<file path="config.mk">
export PLATFORM = sky130hd
export DESIGN_NAME = vrrf_rsp_stage
export DESIGN_NICKNAME = d
export VERILOG_FILES = /design/src/hw/rtl/vrrf_pkg.sv /design/src/hw/rtl/vrrf_rsp_stage.sv
export SDC_FILE = /design/constraint.sdc
export NUM_CORES = 1
export LEC_CHECK = 0
export BUFFER_PORTS_ARGS = -buffer_cell sky130_fd_sc_hd__buf_4
export CAP_MARGIN = 10
export CORE_ASPECT_RATIO = 0.7
export CORE_MARGIN = 2
export CORE_UTILIZATION = 43
export CTS_BUF_LIST = sky130_fd_sc_hd__clkbuf_2
export DETAILED_ROUTE_END_ITERATION = 7
export MAX_ROUTING_LAYER = met4
export PLACE_DENSITY = 0.76
export SLEW_MARGIN = 10
export SYNTH_ARGS = -nofsm -noshare
export SYNTH_HDL_FRONTEND = slang
export SYNTH_SLANG_ARGS = --single-unit
export TNS_END_PERCENT = 30
</file>
<file path="constraint.sdc">
create_clock -name clock -period 1.7 [get_ports clock]
set_clock_uncertainty 0.15 [all_clocks]
set_input_delay 0.085 -clock clock [delete_from_list [all_inputs] [get_ports clock]]
set_output_delay 0.085 -clock clock [all_outputs]
set_load 0.01 [all_outputs]
</file>
<file path="src/hw/rtl/vrrf_pkg.sv">
// Package for the variable record ring FIFO.
// Holds command, status and register codes, default sizes and the result item type.
// No dependencies.
`timescale 1ns / 1ps

package vrrf_pkg;

   localparam int SlotsDefault        = 16;
   localparam int MaxSlotBytesDefault = 64;

   localparam int CmdWidth    = 2;
   localparam int ByteWidth   = 8;
   localparam int LenWidth    = 7;
   localparam int StatusWidth = 3;
   localparam int EntryWidth  = 5;
   localparam int CsrIdxWidth = 2;
   localparam int CsrDatWidth = 7;

   localparam int ResetSlotCount = 16;

   localparam logic [CmdWidth-1:0] CMD_PUSH   = 2'd0;
   localparam logic [CmdWidth-1:0] CMD_GET    = 2'd1;
   localparam logic [CmdWidth-1:0] CMD_REMOVE = 2'd2;
   localparam logic [CmdWidth-1:0] CMD_FLUSH  = 2'd3;

   localparam logic [StatusWidth-1:0] ST_OK        = 3'd0;
   localparam logic [StatusWidth-1:0] ST_FULL      = 3'd1;
   localparam logic [StatusWidth-1:0] ST_TOO_LONG  = 3'd2;
   localparam logic [StatusWidth-1:0] ST_EMPTY     = 3'd3;
   localparam logic [StatusWidth-1:0] ST_SMALL_BUF = 3'd4;

   localparam logic [CsrIdxWidth-1:0] REG_SLOT_COUNT = 2'd0;
   localparam logic [CsrIdxWidth-1:0] REG_SLOT_BYTES = 2'd1;

   typedef struct packed {
      logic [StatusWidth-1:0] status;
      logic [ByteWidth-1:0]   data_out;
      logic [LenWidth-1:0]    record_length;
      logic                   last_out;
      logic [EntryWidth-1:0]  entries;
      logic [EntryWidth-1:0]  peak_entries;
   } rsp_item_type;

endpackage

</file>
<file path="src/hw/rtl/vrrf_rsp_stage.sv">
// Two-register result path: a staging register aligned with the payload RAM read,
// then the output register. Depends on vrrf_pkg.
`timescale 1ns / 1ps

module vrrf_rsp_stage
   import vrrf_pkg::*;
(
   input  logic                 clock,
   input  logic                 reset,
   input  logic                 load,
   input  rsp_item_type         item,
   input  logic                 from_mem,
   input  logic [ByteWidth-1:0] mem_rdata,
   output logic                 can_load,
   output logic                 rsp_valid,
   input  logic                 rsp_ready,
   output rsp_item_type         rsp_item
);

   logic         s1_valid_ff, s1_valid_in;
   rsp_item_type s1_item_ff, s1_item_in;
   logic         s1_mem_ff, s1_mem_in;
   logic         out_valid_ff, out_valid_in;
   rsp_item_type out_item_ff, out_item_in;
   rsp_item_type s1_view;
   logic         move;

   always_comb begin
      s1_view = s1_item_ff;
      s1_view.data_out = s1_mem_ff ? mem_rdata : '0;
      move = s1_valid_ff && (!out_valid_ff || rsp_ready);
      can_load = !s1_valid_ff || move;

      out_valid_in = out_valid_ff;
      out_item_in  = out_item_ff;
      if (move) begin
         out_valid_in = 1'b1;
         out_item_in  = s1_view;
      end else if (rsp_ready) begin
         out_valid_in = 1'b0;
      end

      s1_valid_in = s1_valid_ff;
      s1_item_in  = s1_item_ff;
      s1_mem_in   = s1_mem_ff;
      if (load) begin
         s1_valid_in = 1'b1;
         s1_item_in  = item;
         s1_mem_in   = from_mem;
      end else if (move) begin
         s1_valid_in = 1'b0;
      end
   end

   always_ff @(posedge clock) begin
      if (reset) begin
         s1_valid_ff  <= 1'b0;
         out_valid_ff <= 1'b0;
      end else begin
         s1_valid_ff  <= s1_valid_in;
         out_valid_ff <= out_valid_in;
      end
      s1_item_ff  <= s1_item_in;
      s1_mem_ff   <= s1_mem_in;
      out_item_ff <= out_item_in;
   end

   assign rsp_valid = out_valid_ff;
   assign rsp_item  = out_item_ff;

endmodule

</file>
======== Word-level counts from Yosys, hierarchy flattened ========
Index checks and enable logic that the tools add are counted.
word-level totals
  register bits after elaboration ......... 53
cells by class
  multiplexer cells ....................... 4
  reductions and logical operators ........ 7
operator list
  operator            count
  2-to-1 mux 1 bit    4
  nonzero test 2 bit  2
  logical NOT 1 bit   2
  logical OR 1 bit    2
  logical AND 1 bit   1

======== Depth between registers and ports, before layout ========
  word-level depth ........................ 5
  gate-level depth with buffers ........... 2
  mapped depth without buffers ............ 2

======== Least setup slack after synthesis ========
No wires, ideal clock.
  kind .................................... flip-flop to flip-flop
  from .................................... reg out_valid_ff (netlist: rsp_valid)
  to ...................................... reg out_item_ff (netlist bit rsp_item[0]), enable pin
  library setup time ...................... 0.389 ns
  data arrival time ....................... 1.193 ns
  data required time ...................... 1.161 ns
  slack ................................... -0.031 ns
  cell stages (with the launch flop) ...... 3
  path buffers ............................ 0
  clock period less this slack ............ 1.731 ns
  path through ............................ dfxtp_1 nand2b_1 and2_1
between the ends
  longest elaborated chain between the ends .. 3
RTL lines
  what                    RTL line              source
  from (decl)             vrrf_rsp_stage.sv:23  logic out_valid_ff, out_valid_in;
  from (signal assigned)  vrrf_rsp_stage.sv:61  out_valid_ff <= out_valid_in;
  logical NOT 1 bit       vrrf_rsp_stage.sv:31  move = s1_valid_ff && (!out_valid_ff || rsp_ready);
  logical OR 1 bit        vrrf_rsp_stage.sv:31
  logical AND 1 bit       vrrf_rsp_stage.sv:31
  net move                vrrf_rsp_stage.sv:26  logic move;
  to (signal assigned)    vrrf_rsp_stage.sv:65  out_item_ff <= out_item_in;
  to (decl)               vrrf_rsp_stage.sv:24  rsp_item_type out_item_ff, out_item_in;
The timed path passes the listed nets, and every way through them passes these cells.
A chain may end at the register's enable or synchronous reset.

======== Worst setup path in the final report ========
  from .................................... reg out_valid_ff (netlist: rsp_valid)
  to ...................................... reg s1_valid_ff
between the ends
  longest elaborated chain between the ends .. 4
RTL lines
  what                          RTL line              source
  logical NOT 1 bit             vrrf_rsp_stage.sv:31
  logical OR 1 bit              vrrf_rsp_stage.sv:31
  logical AND 1 bit             vrrf_rsp_stage.sv:31
  nonzero test 2 bit (no line)  --
  to (signal assigned)          vrrf_rsp_stage.sv:60  s1_valid_ff <= s1_valid_in;
  to (decl)                     vrrf_rsp_stage.sv:20  logic s1_valid_ff, s1_valid_in;
Every way passes these cells.

==> summary.md <==
| Metric | Value |
|---|---|
| Leak | `1.07 nW` |
| Setup TNS | `0 ns` |
| Via Count | `between 900 and 1000` |
| Largest net degree at the start of global routing | `24` |
| Clock-pin slew on the worst setup and hold paths | `~0.23 ns` |
| Crit path required time | `1.92 ns` |
| Gp weighted congestion | `between 0.8 and 0.9` |
| CTS Root Cell | `clkbuf_2` |
| PortBufs | `64` |
| Fin crit period | `1.43 ns` |
| Initial antenna violation count | `0` |
| Die Span Y | `56.2 um` |
| Crit start category | `register` |
| Worst Path Arrival | `between 1.5 and 2 ns` |
| CTS tree | `yes` |
| DRT iter0 DRCs | `23` |
| Final Hold Vio Count | `0` |
| Leading area contributor after synthesis | `edfxtp_1` |
| Top-area cell type share of the netlist area | `91.4%` |
| Vias in the first global route | `~1100` |
| DRC violations left | `0` |
| CTS buffer count | `5` |
| Met2 Resource Use GR | `27.7%` |
| Worst skew pair latency | `0.40 ns` |
| Crit Path Max Fanout | `3` |
| CP Class | `reg2reg` |
| Area of the core | `3630 um2` |
| Gr busiest metal | `met2` |
| Cells after synthesis | `68` |
| Clock sink total | `between 50 and 60` |
| Register area share after synthesis | `between 90% and 100%` |
| RSZ-0062 raised after global routing | `no` |
| Area Growth Syn to Fin | `57.8%` |
| First-pass GRT wire length | `4860 um` |
| Die Area | `approximately 4400 um2` |
| Crit end category | `register` |
| DR WL/cell | `14.1 um` |
| Syn_nets | `110` |
| Router iterations before antenna repair | `3` |
| Status | `finished, final reports clean` |
| Yosys reg bits | `53` |
| Worst-Margin Slew | `0.279 ns` |
| Grt met1 use | `15.3%` |
| Layout Nets | `about 220` |
| DRT Wirelength | `3170 um` |
| Initial Utilization | `between 40 and 50%` |
| Top-Level Pins | `73` |
| H-tree level count | `2` |
| Largest cells by area after synthesis | `edfxtp_1 (91%), and2_1 (3.4%), dfxtp_1 (2.4%)` |
| # rows | `18` |
| Layout Cells excl Fill | `225` |
| Slew Limit Fails | `0` |
| Gates resized, CTS repair | `0` |
| GRT overflow | `0` |
| Synth warn | `0` |
| Post-Syn Area | `1680 um2` |
| Number of diodes | `0` |
| Max_cap viols | `0` |
| Max clock buf depth | `2` |
| Unique masters post-synth | `8` |
| Via density per instance | `around 4.4` |
| Period Utilization, post-route | `84.3%` |
| Post-route ant nets | `0` |
| Post-Syn Area per Cell | `24.6 um2` |
| Share of cells above drive strength 1 | `a little over two fifths` |
| Die boundary width | `78.6 um` |
| Total track usage | `15.6%` |
| Detailed placement HPWL | `2010 um` |
| Fmax | `698 MHz` |
| Hold Path Class | `in2reg` |
| Setup violators final | `0` |
| Met3 usage | `6.33%` |
| Max-slew headroom | `around four fifths` |
| Pwr Density | `around 910 nW/um2` |
| DP Cell Count | `183` |
| Peak VDD IR | `0.000585 V` |
| FILL cells | `223` |
[layout by cell type, fill, tap and decap left out]
master | synthesis | routed
dlygate4sd3_1 | 0 | 34
edfxtp_1 | 51 | 51
inv_1 | 2 | 2
and2_2 | 0 | 1
a21oi_2 | 1 | 1
bufinv_16 | 0 | 1
clkinv_1 | 0 | 1
buf_12 | 0 | 1
nand3b_4 | 1 | 1
nand2b_1 | 1 | 1
dfxtp_1 | 2 | 2
buf_4 | 0 | 64
a21oi_1 | 1 | 1
and2_1 | 9 | 8
clkbuf_2 | 0 | 6
[routing by layer]
layer	vias up	share of wire, %	wire length (um)
met2	46	54	1730
met4	0	1.4	43
met1	463	35	1120
li1	469	-	-
met5	-	0	0
met3	6	8.8	279
[area by class of cell]
| class | instances | area, um2 | area share [%] |
|---|---|---|---|
| multi-input cells | 13 | 97.6 | 3.69 |
| well taps | 50 | 62.6 | 2.37 |
| clock inverters | 2 | 33.8 | 1.28 |
| repair buffers | 99 | 841 | 31.8 |
| inverters | 2 | 7.51 | 0.284 |
| flip-flops and latches | 53 | 1570 | 59.4 |
| clock buffers | 6 | 30.0 | 1.14 |
[registers in the layout, indices dropped and copies added, names as in the netlist]
signal       count
rsp_item        29
rsp_valid        1
s1_item_ff      21
s1_mem_ff        1
s1_valid_ff      1
[worst max-delay path, cell delays in order (launching register included)]
cell and delay, ns:
dfxtp_1 0.47, nand3b_4 0.11, a21oi_2 0.13, dlygate4sd3_1 0.54
[kinds of logic (layout without fill, tap and decap cells)]
group / count (synthesis) / in the layout / synth area share (%)
compound gates: 2 / 2 / 0.821
buf+inv: 2 / 109 / 0.448
flops: 53 / 53 / 93.8
simple gates: 11 / 11 / 4.93
[final timing paths]
path	startpoint	to	slack, ns	depth (start not counted)
worst max register to register	rsp_valid$_SDFFE_PP0P_	s1_valid_ff$_SDFFE_PP0P_	0.27	3
worst max-delay path	rsp_valid$_SDFFE_PP0P_	s1_valid_ff$_SDFFE_PP0P_	0.27	3
worst min-delay path	reset	rsp_valid$_SDFFE_PP0P_	0.21	3
worst min register to register	s1_item_ff[1]$_DFFE_PP_	rsp_item[1]$_DFFE_PP_	0.30	0
[metrics by stage]
stage	utilization [%]	hold WS, ns	total power [mW]	instance area (um2)	setup slack [ns]
global route	72.9	0.167	2.48	2640	0.196
CTS	72.9	0.167	2.42	2640	0.261
detailed placement	61.8	0.101	1.77	2240	0.321
global placement	61.8	0.0983	1.76	2240	0.364
finish	72.9	0.211	2.39	2640	0.267
floorplan	-	-0.00256	1.62	1680	0.267
[synthesized netlist by cell type (all sizes together)]
| cell type | instances |
|---|---|
| edfxtp | 51 |
| and2 | 9 |
| a21oi | 2 |
| dfxtp | 2 |
| inv | 2 |
| nand2b | 1 |
| nand3b | 1 |
[report_power, final]
group | switching [mW] | total (mW) | leakage [nW] | internal [mW]
logic | 0.0884 | 0.244 | 0.522 | 0.155
registers | 0.0269 | 1.56 | 0.505 | 1.53
clock network | 0.344 | 0.595 | 0.0406 | 0.251
[repair_timing]
item                                    CTS  global route
buffers inserted                          0             0
hold endpoints to repair                 54             0
endpoints found under the setup margin    0             0
hold buffers                             34             0
Power figures use the tool's default switching activity.
