## src/hw/rtl/vrrf_ram.sv

```systemverilog
// Simple dual-port synchronous RAM, one write and one registered read port.
// Uses no package items.
`timescale 1ns / 1ps

module vrrf_ram #(
   parameter int WIDTH = 8,
   parameter int DEPTH = 16
) (
   input  logic                     clock,
   input  logic                     we,
   input  logic [$clog2(DEPTH)-1:0] waddr,
   input  logic [WIDTH-1:0]         wdata,
   input  logic                     re,
   input  logic [$clog2(DEPTH)-1:0] raddr,
   output logic [WIDTH-1:0]         rdata
);

   logic [WIDTH-1:0] mem [DEPTH];
   logic [WIDTH-1:0] rdata_ff;

   always_ff @(posedge clock) begin
      if (we) begin
         mem[waddr] <= wdata;
      end
      if (re) begin
         rdata_ff <= mem[raddr];
      end
   end

   assign rdata = rdata_ff;

endmodule

```

## config.mk

```make
export PLATFORM = sky130hd
export DESIGN_NAME = vrrf_ram
export DESIGN_NICKNAME = d
export VERILOG_FILES = /design/src/hw/rtl/vrrf_ram.sv
export SDC_FILE = /design/constraint.sdc
export NUM_CORES = 1
export LEC_CHECK = 0
export BUFFER_PORTS_ARGS = -buffer_cell sky130_fd_sc_hd__buf_2
export CORE_MARGIN = 1
export CORE_UTILIZATION = 42
export CTS_CLUSTER_SIZE = 28
export DETAILED_ROUTE_END_ITERATION = 8
export PLACE_DENSITY = 0.67
export RECOVER_POWER = 25
export SLEW_MARGIN = 25
export SYNTH_ARGS = -nofsm -noshare
export SYNTH_HDL_FRONTEND = slang
export SYNTH_SLANG_ARGS = --single-unit
```

## constraint.sdc

```tcl
create_clock -name clock -period 3 [get_ports clock]
set_input_delay 0.3 -clock clock [delete_from_list [all_inputs] [get_ports clock]]
set_output_delay 0.3 -clock clock [all_outputs]
set_load 0.05 [all_outputs]
```

* After elaboration in Yosys (flattened, before gate mapping)
Memories as Yosys holds them, arrays and structs flattened. A register that Yosys moved wholly into a read port is not among the register bits.
Index checks and enable logic that the tools add are counted.
** Storage, ports and cells
- Flip-flop bits (word level) :: 0
- Memory bits (writable) :: 128
- Bits of input ports :: 19
- Output and inout bits :: 8
- Word-level logic and storage cells :: 3
- Memories kept :: 1
** Operators by class
- Multiplexer cells :: 2
** Memories
- mem :: words 16, bits a word 8, read ports 1, clocked after Yosys merged registers in 1, wr ports 1, RTL line 18 : logic [WIDTH-1:0] mem [DEPTH];
** Operators by type and width (count)
- 2-to-1 mux 1 bit :: 2

* Depth between registers and ports, before layout
Gate-level depths: netlist (run 1).
- Word-level depth :: 2
- Gate-level depth with buffers :: 5
- Depth with buffers taken out :: 3

* Worst setup path before layout (run 1)
No wires, ideal clock.
- Kind :: input -> register
- Start :: input port waddr[2]
- End :: memory mem[0][0] (enable)
- Setup time :: 0.383 ns
- Arrival :: 1.410 ns
- Data required time :: 2.617 ns
- Setup slack :: 1.207 ns
- Stages :: 2
- Path buffers :: 0
- Cells stage by stage :: or3b_2 > nor3_1
** RTL lines
- start, declared :: RTL line 11 : input logic [$clog2(DEPTH)-1:0] waddr,
- end, declared :: RTL line 18
Straight into the memory's write port.

==> out/results.tsv, run 1 <==
metric	value	unit
cts_tree	yes	
synth_edf_count	136	
synth_area_per_cell	22.8	um2
drtAntennaViolNets	0	
r2r_end	rdata[5]	
setup_tns	0	ps
p_switching	0.887	mW
cts_root_buffer	clkbuf_16	
die_y	114	um
vias_per_cell	5.23	
p_sw_share	20.1	%
required	3150	ps
rsz0062_at_grt	false	
reg2regPathDepth	3	
die_area	12900	um2
num_vias	2378	
drive_gt1_share	26.5	%
synth_compound_area_share	2.30	%
core_region_area	12100	um2
drt-initial-drc-count	238	
p_int	3.52	mW
cts_num_sinks	136	
grt_usage	16.5	%
synth_top_family_by_area	multiplexers	
layoutNonFillerInstCount	455	
synth_common_cells	edfxtp_1, mux4_2, a22oi_1	
dp_hpwl	6040	um
whs_endpoint	rdata[2]	
synth_most_common_cell	edfxtp_1	
status	finished, final reports clean	
hold_class	input pin to flip-flop	
vdd_drop_max	0.000258	V
drv_slew	0	
synth.area.mux_share	14.8	%
drv_cap	0	
fin_crit_sh	56.2	%
area_delta_synth_final	17.6	%
post-cts-setup-buffers	0	
synth_ff_type	edfxtp_1	
powerDensity	716	nW/um2
worst-path-buf-inv	2	
synth_seq_cells	136	
finalCriticalPeriod	1690	ps
finClkSkew	5.57	ps
p_leak	2.02	nW
setup_viol	0	
tightestPinTransition	911	ps
clk_transition_reported_paths	60	ps
cpPeakStageDelay	600	ps
crit_arrival	1840	ps
hold_path_depth	1	
grt_overflow	0	
ff2ff_setup_slack	1460	ps
path_class	input pin to flip-flop	
post-route-drc-count	0	
async_flop_share	0	%
ys_types	18	
dp_cells	423	
pwr-share-clk	46.2	%
reg2reg_from	mem[1][5]	
crit_fanout	16	
routabilityCongestion	0.721	
finalWorstSetupSlack	1310	ps
synth_fa_ha_area_share	0	%
cp-start-kind	input pin	
grt_first_pass_wirelength	14700	um
netlist_instances	229	
yosysWarningCount	0	
dp_slack	864	ps
max_freq	593	MHz
finalWirelength	9670	um
rows	40	
fp.dieW	114	um
hold_start	re	
initial_core_util	43.3	%
syn_area	5230	um2
critPathSlowestCell	mux4_1	
synth_top_area_cell	edfxtp_1	
finalHoldViolations	0	
relSlewSlack	39.0	%
path_cells	buf_2 > buf_12 > mux4_1 > a22oi_1 > nand2_1	
drt-pass1-iter-count	5	
io_pins	27	
clk_latency	420	ps
synth_xor_area_share	0	%
fillers	924	
critPathTopFamily	multiplexers	
diodes	0	
clock_path_buffers	2	
yosys.area_share.simple	3.14	%
ys_seq_area_share	78.1	%
port_buffers	26	
grt_pass1_vias	2551	
grt_antenna_before_repair	0	
synth_nets	248	
numCtsBuffers	17	
synth.top_cell.area_share	78.1	%
end_kind	flip-flop	
power_frac_comb	4.9	%
grt_max_degree	19	
pwr-share-seq	48.9	%
hold_buffers	0	
finish.utilization	51.0	%
synthTopCellsByArea	edfxtp_1, mux4_2, mux4_1, a22oi_1, nor2_1	
cts_resized	0	
wl_per_cell	21.2	um
ctsHtreeMaxLevel	4	
fin_nets	293	
## layout make-up
| class | instances | area (um2) | area share [%] |
|---|---|---|---|
| Clock inverter | 13 | 155 | 2.52 |
| Clock buffer | 19 | 433 | 7.04 |
| Multi-Input combinational cell | 83 | 1060 | 17.2 |
| Sequential cell | 136 | 4080 | 66.4 |
| Tap cell | 168 | 210 | 3.42 |
| Timing Repair Buffer | 36 | 210 | 3.42 |
## logic make-up after synthesis
kind of cell,Yosys count
AOI/OAI and AO/OA,16
buffers and inverters,10
DFF,136
muxes,32
and+or+nand+nor,35
## state kept, by name, indices dropped and copies added (netlist names)
register and count:
rdata 8, mem 128
## worst max-delay path by stage
stage	from	to	slack, ps	depth (start not counted)
after floorplan	waddr[2]	mem[0][0]	1210	2
after global placement	raddr[0]	rdata[5]	890	5
after detailed placement	raddr[0]	rdata[5]	860	5
after CTS	raddr[0]	rdata[5]	1300	5
after global routing	raddr[0]	rdata[5]	1260	5
final	raddr[0]	rdata[5]	1310	5
## power by group through the flow
stage               Sequential [mW]  Clock [mW]  Combinational (mW)
floorplan                      2.22           0               0.108
global placement               2.19           0               0.217
detailed placement             2.19           0               0.222
CTS                            2.15        2.06               0.223
global route                   2.16        2.14               0.234
finish                         2.15        2.03               0.218
## worst register-to-register path: stages (launching register included)
cell      delay [ps]
edfxtp_1         350
mux4_1           550
a22oi_1          270
nand2_1          110
## stage by stage
stage	instance area, um2	hold WS [ps]	total power [mW]
after floorplan	5230	399	2.33
after global placement	5570	671	2.41
after detailed placement	5570	677	2.41
after CTS	6160	237	4.44
after global routing	6150	246	4.53
final	6150	250	4.40
## layout by cell type, fill, tap and decap left out, drive strengths merged, types with 2 or more instances in the layout
| master | Yosys | layout |
|---|---|---|
| edfxtp | 136 | 136 |
| mux4 | 32 | 32 |
| buf | 7 | 30 |
| clkbuf | 0 | 25 |
| a22oi | 16 | 16 |
| nor2 | 13 | 13 |
| nand2 | 9 | 9 |
| clkinv | 0 | 7 |
| nor3 | 4 | 4 |
| clkinvlp | 0 | 3 |
| bufinv | 0 | 3 |
| nand3b | 2 | 2 |
| nand2b | 2 | 2 |
## metal layers
metal | track usage, % | part of all wire, %
met3 | 3.99 | 6.1
met2 | 26.8 | 51
met4 | 7.89 | 1.3
met1 | 21.2 | 42
met5 | 0 | 0
Note: power is estimated with default switching activity, not from simulation.
==> run 2, diff against run 1 <==
==> constraint.sdc (replaced) <==
create_clock -name clock -period 1.6 [get_ports clock]
set_input_delay 0.16 -clock clock [delete_from_list [all_inputs] [get_ports clock]]
set_output_delay 0.16 -clock clock [all_outputs]
set_load 0.05 [all_outputs]
==> run 2 against run 1 <==
  * Critical path depth shrank 2
  * Global-route usage grew 0.87 points
  * Clock power grew 93%
  * Non-clock buffer count grew 13
  * Count of clock-buffer cells in the layout shrank 1
  * Critical path type is now flip-flop to flip-flop
  * Via count grew 1.9%
==> out/results.tsv, run 2 (synthesis results as in run 1) <==
metric	value	unit	change
powerDensity	1330	nW/um2	+86%
grt_overflow	0		unchanged
final_cell_mix	edfxtp_1, buf_2, buf_4		
clk_latency	410	ps	about the same
wl_per_cell	21.1	um	-0.73%
hold_start	re		
path_class	flip-flop to flip-flop		
die_y	114	um	unchanged
clk_transition_reported_paths	60	ps	about the same
dp_slack	-74.4	ps	-938 ps
setup_tns	0	ps	unchanged
finClkSkew	9.47	ps	+3.89 ps
largest_reg_flops	128		unchanged
io_pins	27		unchanged
finish.utilization	52.3	%	+1.3 points
place_area	5710	um2	+2.5%
grt_usage	17.4	%	+0.87 points
grt_first_pass_wirelength	15400	um	+4.7%
final_common_cell	edfxtp_1		
dp_cells	436		+3.1%
post-route-drc-count	0		unchanged
cts_num_sinks	136		unchanged
num_vias	2422		+1.9%
reg2reg_from	mem[10][4]		
relSlewSlack	47.5	%	+8.5 points
routabilityCongestion	0.725		+0.58%
cp_num_cells	3		-2
crit_fanout	1		-15
r2r_end	rdata[4]		
tightestPinTransition	786	ps	-125 ps
dp_hpwl	6180	um	+2.4%
whs_endpoint	rdata[5]		
finalWirelength	9870	um	+2.1%
cp-start-kind	flip-flop		
final_cell_area	6300	um2	+2.5%
drt-pass1-iter-count	4		-1
path_cells	mux4_1 > a22oi_1 > nand2_1		
hold_class	input pin to flip-flop		
finalWorstSetupSlack	79.1	ps	-1230 ps
drt-initial-drc-count	160		-33%
fin_nets	306		+4.4%
drv_cap	0		unchanged
status	finished, final reports clean		
hold_buffers	0		unchanged
cpPeakStageDelay	490	ps	-110 ps
clock_path_buffers	2		unchanged
largest-register	mem		
critPathTopFamily	multiplexers		
fin_crit_sh	95.1	%	
diodes	0		unchanged
core_region_area	12100	um2	unchanged
reg2regPathDepth	3		unchanged
end_kind	flip-flop		
fp.dieW	114	um	unchanged
layoutNonFillerInstCount	468		+2.9%
cts_resized	0		unchanged
post-cts-setup-buffers	0		unchanged
vias_per_cell	5.18		-0.98%
worst-path-buf-inv	0		-2
finalPower	8.38	mW	+90%
p_leak	2.12	nW	+4.6%
ctsHtreeMaxLevel	4		unchanged
hold_path_depth	1		unchanged
crit_arrival	1660	ps	-180 ps
numCtsBuffers	17		unchanged
grt_max_degree	33		+14
port_buffers	26		unchanged
cts_tree	yes		
area_delta_synth_final	20.6	%	
vdd_drop_max	0.000827	V	+220%
cts_root_buffer	clkbuf_16		
finalHoldViolations	0		unchanged
drtAntennaViolNets	0		unchanged
fin_worst_hold_slack	134	ps	-115 ps
grt_pass1_vias	2635		+3.3%
drv_slew	0		unchanged
drive_gt1_share	31.0	%	+4.5 points
rsz0062_at_grt	false		
required	1740	ps	-1410 ps
max_freq	657	MHz	
die_area	12900	um2	unchanged
finalCriticalPeriod	1520	ps	
ff2ff_setup_slack	80	ps	-1380 ps
initial_core_util	43.3	%	unchanged
rows	40		unchanged
critPathSlowestCell	mux4_1		
grt_antenna_before_repair	0		unchanged
setup_viol	0		unchanged
[run 2: changes by cell type in the layout (fill, tap and decap cells not counted), sizes merged]
cell / change
clkinv: -1
buf: +13
clkbuf: -1
inv: +2
[run 2: area by class of cell]
class	instances	area, um2
Fill cell	958	5760
Multi-Input combinational cell	83	1060
Tap cell	168	210
Sequential cell	136	4080
Timing Repair Buffer	49	345
Clock buffer	18	429
Clock inverter	14	174
[run 2: where the power goes]
| part | total, mW | switching [mW] | internal (mW) |
|---|---|---|---|
| clock network | 3.91 | 1.46 | 2.46 |
| registers | 4.04 | 0.0217 | 4.02 |
| logic | 0.434 | 0.266 | 0.168 |
[run 2: worst reg2reg max path, cell delays in order (launching register included)]
cell and delay [ps]:
edfxtp_1 360, mux4_1 490, a22oi_1 250, nand2_1 140
[run 2: metal layers]
metal  global-route usage [%]  vias to the layer above  wire (um)
met2                     26.9                       64       4900
li1                         -                     1099          -
met5                        0                        -          0
met1                     23.0                     1253       4290
met4                     6.05                        0         62
met3                     6.27                        6        610
[run 2: worst max-delay path by stage]
| stage | slack (ps) | end | startpoint |
|---|---|---|---|
| 6_report | 80 | rdata[4] | mem[10][4] |
| 5_1_grt | 9 | rdata[4] | mem[9][4] |
| 3_5_place_dp | -70 | rdata[3] | raddr[0] |
| 2_1_floorplan | 160 | rdata[1] | raddr[0] |
| 4_1_cts | 70 | rdata[4] | mem[10][4] |
| 3_3_place_gp | -60 | rdata[7] | raddr[0] |
